## config.mk

```make
export PLATFORM = sky130hd
export DESIGN_NAME = branch_outcome_predictor_core
export DESIGN_NICKNAME = d
export VERILOG_FILES = /design/src/sv/bop_pkg.sv /design/src/sv/bop_table.sv /design/src/sv/bop_decide.sv /design/src/sv/branch_outcome_predictor_core.sv
export SDC_FILE = /design/constraint.sdc
export NUM_CORES = 2
export LEC_CHECK = 0
export BUFFER_PORTS_ARGS = -buffer_cell sky130_fd_sc_hd__buf_2
export CORE_AREA = 4 4 460 462
export CTS_BUF_LIST = sky130_fd_sc_hd__clkbuf_4 sky130_fd_sc_hd__clkbuf_8 sky130_fd_sc_hd__clkbuf_16
export DETAILED_ROUTE_END_ITERATION = 12
export DIE_AREA = 0 0 464 466
export PLACE_DENSITY = 0.65
export SLEW_MARGIN = 20
export SYNTH_ARGS = -nofsm -noshare
export SYNTH_HDL_FRONTEND = slang
export SYNTH_SLANG_ARGS = --single-unit
```

## constraint.sdc

```tcl
create_clock -name clk_i -period 6.92 [get_ports clk_i]
set_clock_uncertainty 0.2 [all_clocks]
set_input_delay 1.384 -clock clk_i [delete_from_list [all_inputs] [get_ports clk_i]]
set_output_delay 1.384 -clock clk_i [all_outputs]
set_load 0.05 [all_outputs]
```

## src/sv/bop_pkg.sv

```systemverilog
package bop_pkg;

  localparam int unsigned TableEntries = 64;
  localparam int unsigned IdxW         = $clog2(TableEntries);
  localparam int unsigned TagW         = 24;
  localparam int unsigned WordAddrW    = 30;

  localparam logic [6:0]  BranchOpcode = 7'd99;
  localparam logic [31:0] CountMax     = 32'hFFFF_FFFF;

  typedef enum logic [1:0] {
    ModeTaken    = 2'd0,
    ModeNotTaken = 2'd1,
    ModeOneBit   = 2'd2,
    ModeTwoBit   = 2'd3
  } mode_e;

  localparam mode_e ModeReset = ModeTwoBit;

  typedef struct packed {
    logic [31:0] pc;
    logic [31:0] instr_word;
    logic [31:0] next_pc;
    logic        trace_end;
  } bop_in_t;

  typedef struct packed {
    logic [31:0] branch_pc;
    logic [31:0] target_pc;
    logic        actual_taken;
    logic        predicted_taken;
    logic        hit_correct;
    logic [31:0] branches_seen;
    logic [31:0] correct_seen;
  } bop_out_t;

  typedef struct packed {
    logic [TagW-1:0] tag;
    logic [1:0]      state;
  } tbl_entry_t;

  typedef struct packed {
    logic       valid;
    tbl_entry_t entry;
  } lookup_t;

  typedef struct packed {
    logic            we;
    logic [IdxW-1:0] idx;
    tbl_entry_t      entry;
  } update_t;

  typedef struct packed {
    logic        is_branch;
    logic [31:0] target;
    logic        actual;
    logic        pred;
    logic        correct;
  } decide_t;

  function automatic logic [IdxW-1:0] entry_idx(input logic [31:0] pc);
    logic [WordAddrW-1:0] wa;
    wa = pc[31:2];
    return wa[IdxW-1:0];
  endfunction

  function automatic logic [TagW-1:0] entry_tag(input logic [31:0] pc);
    logic [WordAddrW-1:0] wa;
    wa = pc[31:2];
    return TagW'(wa >> IdxW);
  endfunction

  // B-type immediate, sign-extended from bit 12.
  function automatic logic [31:0] branch_offset(input logic [31:0] w);
    return {{19{w[31]}}, w[31], w[7], w[30:25], w[11:8], 1'b0};
  endfunction

endpackage

```

## src/sv/bop_table.sv

```systemverilog
module bop_table (
  input  logic              clk_i,
  input  logic              rst_ni,
  input  logic              clear_i,
  input  logic              rd_en_i,
  input  logic [bop_pkg::IdxW-1:0] rd_idx_i,
  input  logic [bop_pkg::IdxW-1:0] lk_idx_i,
  input  bop_pkg::update_t  upd_i,
  output bop_pkg::lookup_t  lookup_o
);
  import bop_pkg::*;

  tbl_entry_t           mem [TableEntries];
  tbl_entry_t           rd_q;
  tbl_entry_t           fwd_entry_q;
  logic                 fwd_q;
  logic [TableEntries-1:0] valid_q;

  always_ff @(posedge clk_i) begin
    if (upd_i.we) begin
      mem[upd_i.idx] <= upd_i.entry;
    end
    if (rd_en_i) begin
      rd_q        <= mem[rd_idx_i];
      fwd_entry_q <= upd_i.entry;
    end
  end

  // The entry written at the same edge as this read is forwarded, since the
  // memory returns the old contents in that case.
  always_ff @(posedge clk_i or negedge rst_ni) begin
    if (!rst_ni) begin
      fwd_q <= 1'b0;
    end else if (rd_en_i) begin
      fwd_q <= upd_i.we && (upd_i.idx == rd_idx_i);
    end
  end

  always_ff @(posedge clk_i or negedge rst_ni) begin
    if (!rst_ni) begin
      valid_q <= '0;
    end else if (clear_i) begin
      valid_q <= '0;
    end else if (upd_i.we) begin
      valid_q[upd_i.idx] <= 1'b1;
    end
  end

  always_comb begin
    lookup_o.valid = valid_q[lk_idx_i];
    lookup_o.entry = fwd_q ? fwd_entry_q : rd_q;
  end

endmodule

```

## src/sv/bop_decide.sv

```systemverilog
module bop_decide (
  input  bop_pkg::bop_in_t  item_i,
  input  bop_pkg::mode_e    mode_i,
  input  bop_pkg::lookup_t  lookup_i,
  output bop_pkg::decide_t  dec_o,
  output bop_pkg::update_t  upd_o
);
  import bop_pkg::*;

  logic [TagW-1:0] tag;
  logic            miss;
  logic [1:0]      init_state;
  logic [1:0]      cur_state;
  logic [1:0]      next_state;
  logic [31:0]     target;
  logic            actual;
  logic            pred;

  always_comb begin
    tag        = entry_tag(item_i.pc);
    miss       = !lookup_i.valid || (lookup_i.entry.tag != tag);
    init_state = (mode_i == ModeTaken || mode_i == ModeTwoBit) ? 2'd1 : 2'd0;
    cur_state  = miss ? init_state : lookup_i.entry.state;
    target     = item_i.pc + branch_offset(item_i.instr_word);
    actual     = !item_i.trace_end && (item_i.next_pc == target);

    case (mode_i)
      ModeTaken: begin
        pred       = 1'b1;
        next_state = cur_state;
      end
      ModeNotTaken: begin
        pred       = 1'b0;
        next_state = cur_state;
      end
      ModeOneBit: begin
        pred       = cur_state[0];
        next_state = {1'b0, actual};
      end
      ModeTwoBit: begin
        pred = cur_state[1];
        if (actual) begin
          next_state = (cur_state == 2'd3) ? cur_state : cur_state + 2'd1;
        end else begin
          next_state = (cur_state == 2'd0) ? cur_state : cur_state - 2'd1;
        end
      end
      default: begin
        pred       = 1'b0;
        next_state = cur_state;
      end
    endcase

    dec_o.is_branch = (item_i.instr_word[6:0] == BranchOpcode);
    dec_o.target    = target;
    dec_o.actual    = actual;
    dec_o.pred      = pred;
    dec_o.correct   = (pred == actual);

    upd_o.we          = dec_o.is_branch;
    upd_o.idx         = entry_idx(item_i.pc);
    upd_o.entry.tag   = tag;
    upd_o.entry.state = next_state;
  end

endmodule

```

## src/sv/branch_outcome_predictor_core.sv

```systemverilog
// An accepted item enters in_q as its table entry is read; a branch then
// registers its result in res_o. Throughput: one item per cycle; the table
// read-modify-write forwards an entry written at an edge to the item read there.
// Reset (async, active low) clears all valid bits and both totals and sets
// the two-bit mode; a mode write clears the same state. busy stays low.
module branch_outcome_predictor_core (
  input  logic              clk_i,
  input  logic              rst_ni,
  input  logic              start,
  output logic              busy,
  input  bop_pkg::bop_in_t  item_i,
  output logic              res_valid_o,
  output bop_pkg::bop_out_t res_o,
  input  logic              cfg_valid_i,
  output logic              cfg_ready_o,
  input  logic [1:0]        cfg_data_i
);
  import bop_pkg::*;

  logic        accept;
  logic        cfg_accept;
  mode_e       mode_q;
  bop_in_t     in_q;
  logic        in_valid_q;
  lookup_t     lookup;
  decide_t     dec;
  update_t     dec_upd;
  update_t     upd;
  logic [31:0] branch_total_q, branch_total_d;
  logic [31:0] correct_total_q, correct_total_d;
  logic        fire;

  assign busy        = 1'b0;
  assign cfg_ready_o = 1'b1;
  assign accept      = start && !busy;
  assign cfg_accept  = cfg_valid_i && cfg_ready_o;

  always_ff @(posedge clk_i or negedge rst_ni) begin
    if (!rst_ni) begin
      mode_q <= ModeReset;
    end else if (cfg_accept) begin
      mode_q <= mode_e'(cfg_data_i);
    end
  end

  always_ff @(posedge clk_i or negedge rst_ni) begin
    if (!rst_ni) begin
      in_valid_q <= 1'b0;
    end else begin
      in_valid_q <= accept;
    end
  end

  always_ff @(posedge clk_i) begin
    if (accept) begin
      in_q <= item_i;
    end
  end

  bop_table u_table (
    .clk_i    (clk_i),
    .rst_ni   (rst_ni),
    .clear_i  (cfg_accept),
    .rd_en_i  (accept),
    .rd_idx_i (entry_idx(item_i.pc)),
    .lk_idx_i (entry_idx(in_q.pc)),
    .upd_i    (upd),
    .lookup_o (lookup)
  );

  bop_decide u_decide (
    .item_i   (in_q),
    .mode_i   (mode_q),
    .lookup_i (lookup),
    .dec_o    (dec),
    .upd_o    (dec_upd)
  );

  assign fire = in_valid_q && dec.is_branch;

  always_comb begin
    upd    = dec_upd;
    upd.we = fire;
  end

  always_comb begin
    branch_total_d  = (branch_total_q == CountMax) ? branch_total_q
                                                   : branch_total_q + 32'd1;
    correct_total_d = correct_total_q;
    if (dec.correct && correct_total_q != CountMax) begin
      correct_total_d = correct_total_q + 32'd1;
    end
  end

  always_ff @(posedge clk_i or negedge rst_ni) begin
    if (!rst_ni) begin
      branch_total_q  <= '0;
      correct_total_q <= '0;
    end else if (cfg_accept) begin
      branch_total_q  <= '0;
      correct_total_q <= '0;
    end else if (fire) begin
      branch_total_q  <= branch_total_d;
      correct_total_q <= correct_total_d;
    end
  end

  always_ff @(posedge clk_i or negedge rst_ni) begin
    if (!rst_ni) begin
      res_valid_o <= 1'b0;
    end else begin
      res_valid_o <= fire;
    end
  end

  always_ff @(posedge clk_i) begin
    if (fire) begin
      res_o.branch_pc       <= in_q.pc;
      res_o.target_pc       <= dec.target;
      res_o.actual_taken    <= dec.actual;
      res_o.predicted_taken <= dec.pred;
      res_o.hit_correct     <= dec.correct;
      res_o.branches_seen   <= branch_total_d;
      res_o.correct_seen    <= correct_total_d;
    end
  end

  a_res_follows_item: assert property (@(posedge clk_i) disable iff (!rst_ni)
    res_valid_o |-> $past(in_valid_q))
    else $error("result beat without an item in the stage");

  a_cfg_clears_totals: assert property (@(posedge clk_i) disable iff (!rst_ni)
    cfg_accept |=> (branch_total_q == '0) && (correct_total_q == '0))
    else $error("totals not cleared by a mode write");

  a_correct_le_total: assert property (@(posedge clk_i) disable iff (!rst_ni)
    correct_total_q <= branch_total_q)
    else $error("correct count exceeds branch count");

endmodule

```

Word level (Yosys, flattened, before mapping)

Memory sizes are Yosys's and may differ from the RTL's. A register that Yosys moved wholly into a read port is not among the register bits.
Cells that the tools add are included.

Bits in registers: 387
Latch bits: 0
RAM bits: 1664
Memory bits (read-only): 0
Input bits: 103
Output and inout port bits: 134
Word-level logic and storage cells: 75
Memories kept: 1

Memories:

| name        | depth | bits a word | read ports | clocked after Yosys merged registers in | write ports | line            | source |
|---|---|---|---|---|---|---|---|
| u_table.mem | 64    | 26          | 1          | 1                                       | 1           | bop_table.sv:13 | `tbl_entry_t mem [TableEntries];` |

Add/subtract/negate cells: 5
$mul: 0
Divide/modulo/power cells: 0
Order comparisons: 2
Equal/unequal tests: 11
Shift operators: 0
Multiplexer cells: 22
Bitwise operators: 1
Reductions and logical operators: 13

Operators with widths:

| operator                | count |
|---|---|
| $mux W32                | 6 |
| $mux W64                | 2 |
| $add A32 B1 Y32 const B | 2 |
| $or A64 B64 Y64         | 1 |
| $add A32 B32 Y32        | 1 |
| $eq A32 B32 Y1          | 1 |
| $eq A32 B32 Y1 const B  | 1 |
| $ne A32 B32 Y1 const B  | 1 |
| $mux W26                | 1 |
| $ne A24 B24 Y1          | 1 |
| $mux W2                 | 4 |
| $eq A7 B7 Y1 const B    | 1 |
| $lt A6 B7 Y1 const B    | 1 |
| $bmux W1 S6             | 1 |
| $demux W1 S6            | 1 |
| $eq A2 B2 Y1 const B    | 3 |
| $eq A6 B6 Y1            | 1 |
| $ge A6 B1 Y1 const B    | 1 |
| $pmux W2 S3             | 1 |
| $logic_and A1 B1 Y1     | 5 |
| $mux W1                 | 5 |
| $logic_not A2 Y1        | 2 |
| $pmux W1 S4             | 1 |
| $add A2 B1 Y2 const B   | 1 |
| other kinds (7)         | 9 |

Logic depth before layout (Yosys ltp)

Depth in word-level cells: 11
Depth in mapped cells: 16
Depth with buffers taken out: 14

Hierarchy

From an unflattened synthesis, not the netlist that was laid out.

Cells, all modules: 4265
Area total of the unflattened synthesis: 83049.7 um2

Modules (own cells, without submodules):

| module                        | times used | cells each | area each (um2) | sequential area each (um2) |
|---|---|---|---|---|
| bop_table                     | 1          | 3014       | 68117.8         | 53156.0 |
| branch_outcome_predictor_core | 1          | 809        | 11656.2         | 8550.7 |
| bop_decide                    | 1          | 442        | 3275.6          | 0.0 |

Least setup slack after synthesis

Ideal clock, no wire load.

Path type: register to register
Start point: reg in_q[82] in the netlist's numbering
End point: reg u_table.fwd_entry_q[1] in the netlist's numbering, data pin
Setup time: 709 ps
Data arrival time: 6743 ps
Required time: 6011 ps
Slack: -732 ps
Cell stages (with the launch flop): 14
Buffers on the path: 1
Clock period less this slack: 7652 ps
Cell sequence: edfxtp_1 -> ha_1 -> buf_6 -> a21oi_2 -> o21ai_1 -> or3_1 -> a21oi_2 -> nand2_2 -> a221oi_2 -> xnor3_1 -> nor4_2 -> nand3_1 -> maj3_1 -> o21ai_0

RTL lines:

| what                   | line                                | source |
|---|---|---|
| start, declared        | branch_outcome_predictor_core.sv:23 | `bop_in_t in_q;` |
| start signal, assigned | branch_outcome_predictor_core.sv:56 | `in_q <= item_i;` |
| end signal, assigned   | bop_table.sv:25                     | `fwd_entry_q <= upd_i.entry;` |
| end, declared          | bop_table.sv:15                     | `tbl_entry_t fwd_entry_q;` |

==> metrics.md <==
| Metric | Value |
|---|---|
| Run status | `complete, no violations` |
| Synthesis Warnings | `0` |
| Ports | `~240` |
| Post-synth ARST share | `6.45%` |
| P_int | `20.8 mW` |
| Clock share of power | `41.4%` |
| CTS Sinks | `2063` |
| CTS buffer count | `just under 200` |
| Minimum clock period | `just over 6 ns` |
| Gate power share | `6.5%` |
| Critical Path End Type | `register` |
| Input/output buffers | `221` |
| WP data required | `7.26 ns` |
| Row count | `167` |
| GP Congestion | `0.845` |
| RSZ-0062 raised after global routing | `false` |
| Register area share after synthesis | `74.3%` |
| Max-slew violation count | `0` |
| CP Launch Type | `register` |
| Ys flop type | `edfxtp_1` |
| Reg2reg setup slack | `0.74 ns` |
| Post-Syn Area per Cell | `20.5 um^2` |
| Post-layout net count | `approximately 4500` |
| Initial Util | `between 30 and 40%` |
| Cell variety after synth | `91` |
| P_leak | `roughly 30 nW` |
| Tot Pwr | `26.6 mW` |
| Largest net degree at the start of global routing | `89` |
| Cells after Synth | `4035` |
| VDD IR max | `258 uV` |
| Top cell type's share of synthesized area | `70.2%` |
| Via count | `around 42000` |
| Max Cap Viol | `0` |
| Hold path startpoint | `in_q[66]$_DFFE_PP_` |
| Root Buffer Master | `clkbuf_16` |
| Vias in the first global route | `41600` |
| Post-synthesis to final-layout area growth | `14.8%` |
| Worst slew pin tran | `1.13 ns` |
| Initial antenna violation count | `20` |
| Post-Route WL | `212 mm` |
| Total gr overflow | `0` |
| Seq pwr share | `52.1%` |
| Layout cells sized above 1 | `30.9%` |
| FF+latch count, synth | `2063` |
| Clock buffer depth | `3` |
| EDFF count, synth | `just under 2000` |
| ANT nets after route | `0` |
| P_sw | `5.85 mW` |
| Clk_lat worst skew | `0.84 ns` |
| DRC errors left | `0` |
| Total Neg Setup Slack | `0 ns` |
| Final std cells w/o fill | `about 7400` |
| Final Setup Violations | `0` |
| Final hold vios | `0` |
| DP Cell Count | `6977` |
| Worst setup path startpoint | `in_q[64]$_DFFE_PP_` |
| Max FO, Critical Path | `65` |
| TritonCTS clock tree | `done` |
| Dpl hpwl | `121 mm` |
| Area leader, netlist | `edfxtp_1` |
| Worst EP arrival | `around 6.5 ns` |
| Launch point of the worst reg-to-reg path | `in_q[64]$_DFFE_PP_` |
| Post CTS Setup Buffer Count | `0` |
| Die Wd | `464 um` |
| Cell area power density | `281 nW/um^2` |
| HP Class | `reg -> reg` |
| Largest cells by area after synthesis | `edfxtp_1, mux4_2, dfrtp_1, nor2_1, xnor2_1` |
| Drt via density | `around 5.7` |
| Core area | `between 200000 and 250000 um^2` |
| Total GRT Usage | `19.4%` |
| Syn Std Cell Area | `between 80000 and 90000 um^2` |
| Switching Share | `22.0%` |
| F_max | `162 MHz` |
| Global-route wire length before repair | `303 mm` |
| DRT Pass-1 Iters | `7` |
| Period utilisation layout | `89.4%` |
| Per-cell routed wire length | `28.9 um` |
| Relative slew slack | `24.5%` |
| Iter 0 DRT Violations | `5028` |
| Hold-fix buffers, CTS | `0` |
| Critical setup path kind | `reg -> reg` |
| CTS clock-pin slew for the worst setup and hold paths | `0.06 ns` |
| Die Y | `466 um` |
| Full die area | `216000 um^2` |
| H-tree depth | `4` |
| Post-CTS sizing | `0` |
| Syn Nets | `4174` |
-- routing by layer --
layer	vias up	track usage [%]	share of wire, %
li1	17200	-	-
met1	22300	26.9	41
met2	1940	31.0	47
met3	343	4.18	8.5
met4	2	6.15	3.4
met5	-	0	0.0061
-- state kept, by name (all words and copies together) (netlist names), 2 cells and up --
name                 count
branch_total_q          32
correct_total_q         32
in_q                    84
mode_q                   2
res_o                  130
u_table.fwd_entry_q     26
u_table.mem           1664
u_table.rd_q            26
u_table.valid_q         64
-- cells in the mapped netlist (all sizes together), types with 42 or more instances --
cell and n:
edfxtp 1930, mux4 556, nor2 298, clkbuf 138
dfrtp 131, xnor2 108, nand2 96, buf 75
xor2 63, a21oi 53, nand3 49, mux2i 47
mux2 45, o21ai 42
-- layout by cell type (no fill, tap or decap), types with 8 or more instances in the layout --
master,netlist,final
mux2_2,24,24
nand2_1,95,95
clkinv_1,1,31
mux2_1,21,21
and4_1,8,8
bufinv_16,0,19
nor4_1,18,18
o211ai_1,18,18
xnor2_1,107,107
nor2b_1,34,34
or4_1,8,8
and2_1,10,10
clkinv_2,0,40
clkbuf_16,0,200
inv_6,0,10
nor3_1,29,27
o21ai_0,37,36
a21oi_1,50,50
nor2_1,298,236
edfxtp_1,1930,1930
buf_4,6,132
nor2_4,0,62
dfrtp_1,131,131
xor2_1,63,63
ha_1,35,35
o21ba_2,14,14
inv_1,23,23
and3_1,16,16
nand4_1,33,33
mux2i_1,47,47
nand3_1,49,49
nand2b_1,10,10
mux4_2,556,556
buf_2,21,214
o21a_1,16,16
buf_12,0,16
clkbuf_4,0,50
or3_1,17,17
-- per-stage QoR --
step           instance area [um^2]  setup slack, ns  hold slack [ns]  utilization [%]
6_report                      94800            0.736            0.273             45.8
3_3_place_gp                  88100            0.687            0.255             42.5
4_1_cts                       94700            0.527            0.270             45.7
3_5_place_dp                  88100            0.541            0.256             42.5
5_1_grt                       94800            0.425            0.283             45.8
2_1_floorplan                 82500            0.380            0.231                -
-- power by group through the flow --
| stage | registers [mW] | clock network, mW | logic, mW |
|---|---|---|---|
| after detailed placement | 14.1 | 0 | 1.73 |
| final | 13.9 | 11.0 | 1.73 |
| after CTS | 13.9 | 11.2 | 1.74 |
| after global placement | 14.1 | 0 | 1.71 |
| after global routing | 13.9 | 11.8 | 1.85 |
| after floorplan | 14.2 | 0 | 0.984 |
-- logic make-up after synthesis --
group                      count (synthesis)  share of synthesized area [%]
muxes                                    648                           16.4
adders and majority gates                 38                          0.579
AOI/OAI and AO/OA                        216                           1.91
and+or+nand+nor                          654                           3.77
other                                      2                        0.00910
DFF                                     2063                           74.3
xor gates and xnor gates                 174                           1.91
buffers and inverters                    240                           1.20
-- critical path, cell delays in order (launching register included) --
cell       delay, ns
edfxtp_1        0.77
ha_1            0.64
nand2_1         0.20
nor2_1          0.33
nor2_1          0.11
a2111oi_0       0.66
nand4_1         0.14
or4_1           0.54
nor4_1          0.37
and4_1          0.48
nand3_1         0.28
maj3_1          0.48
o21ai_4         0.12
buf_4           0.51
-- final timing paths --
path                       depth (start not counted)                              end
hold / removal                                     0             res_o[100]$_DFFE_PP_
min in group asynchronous                          1   branch_total_q[31]$_DFFE_PN0P_
setup reg to reg                                  13     u_table.mem[45][1]$_DFFE_PP_
setup / recovery                                  13     u_table.mem[45][1]$_DFFE_PP_
max in group asynchronous                          2  u_table.valid_q[17]$_DFFE_PN0P_
hold reg to reg                                    0             res_o[100]$_DFFE_PP_
-- layout make-up --
type,instances,area [um^2]
fill,17100,112000
sequential,2063,61300
multi-input combinational,1732,20800
clock buffer,257,5480
tap,2788,3490
timing repair buffer,368,2460
clock inverter,114,1190
inverter,27,106
antenna,4,10.0
No activity file was read; power rests on OpenSTA's default activity.
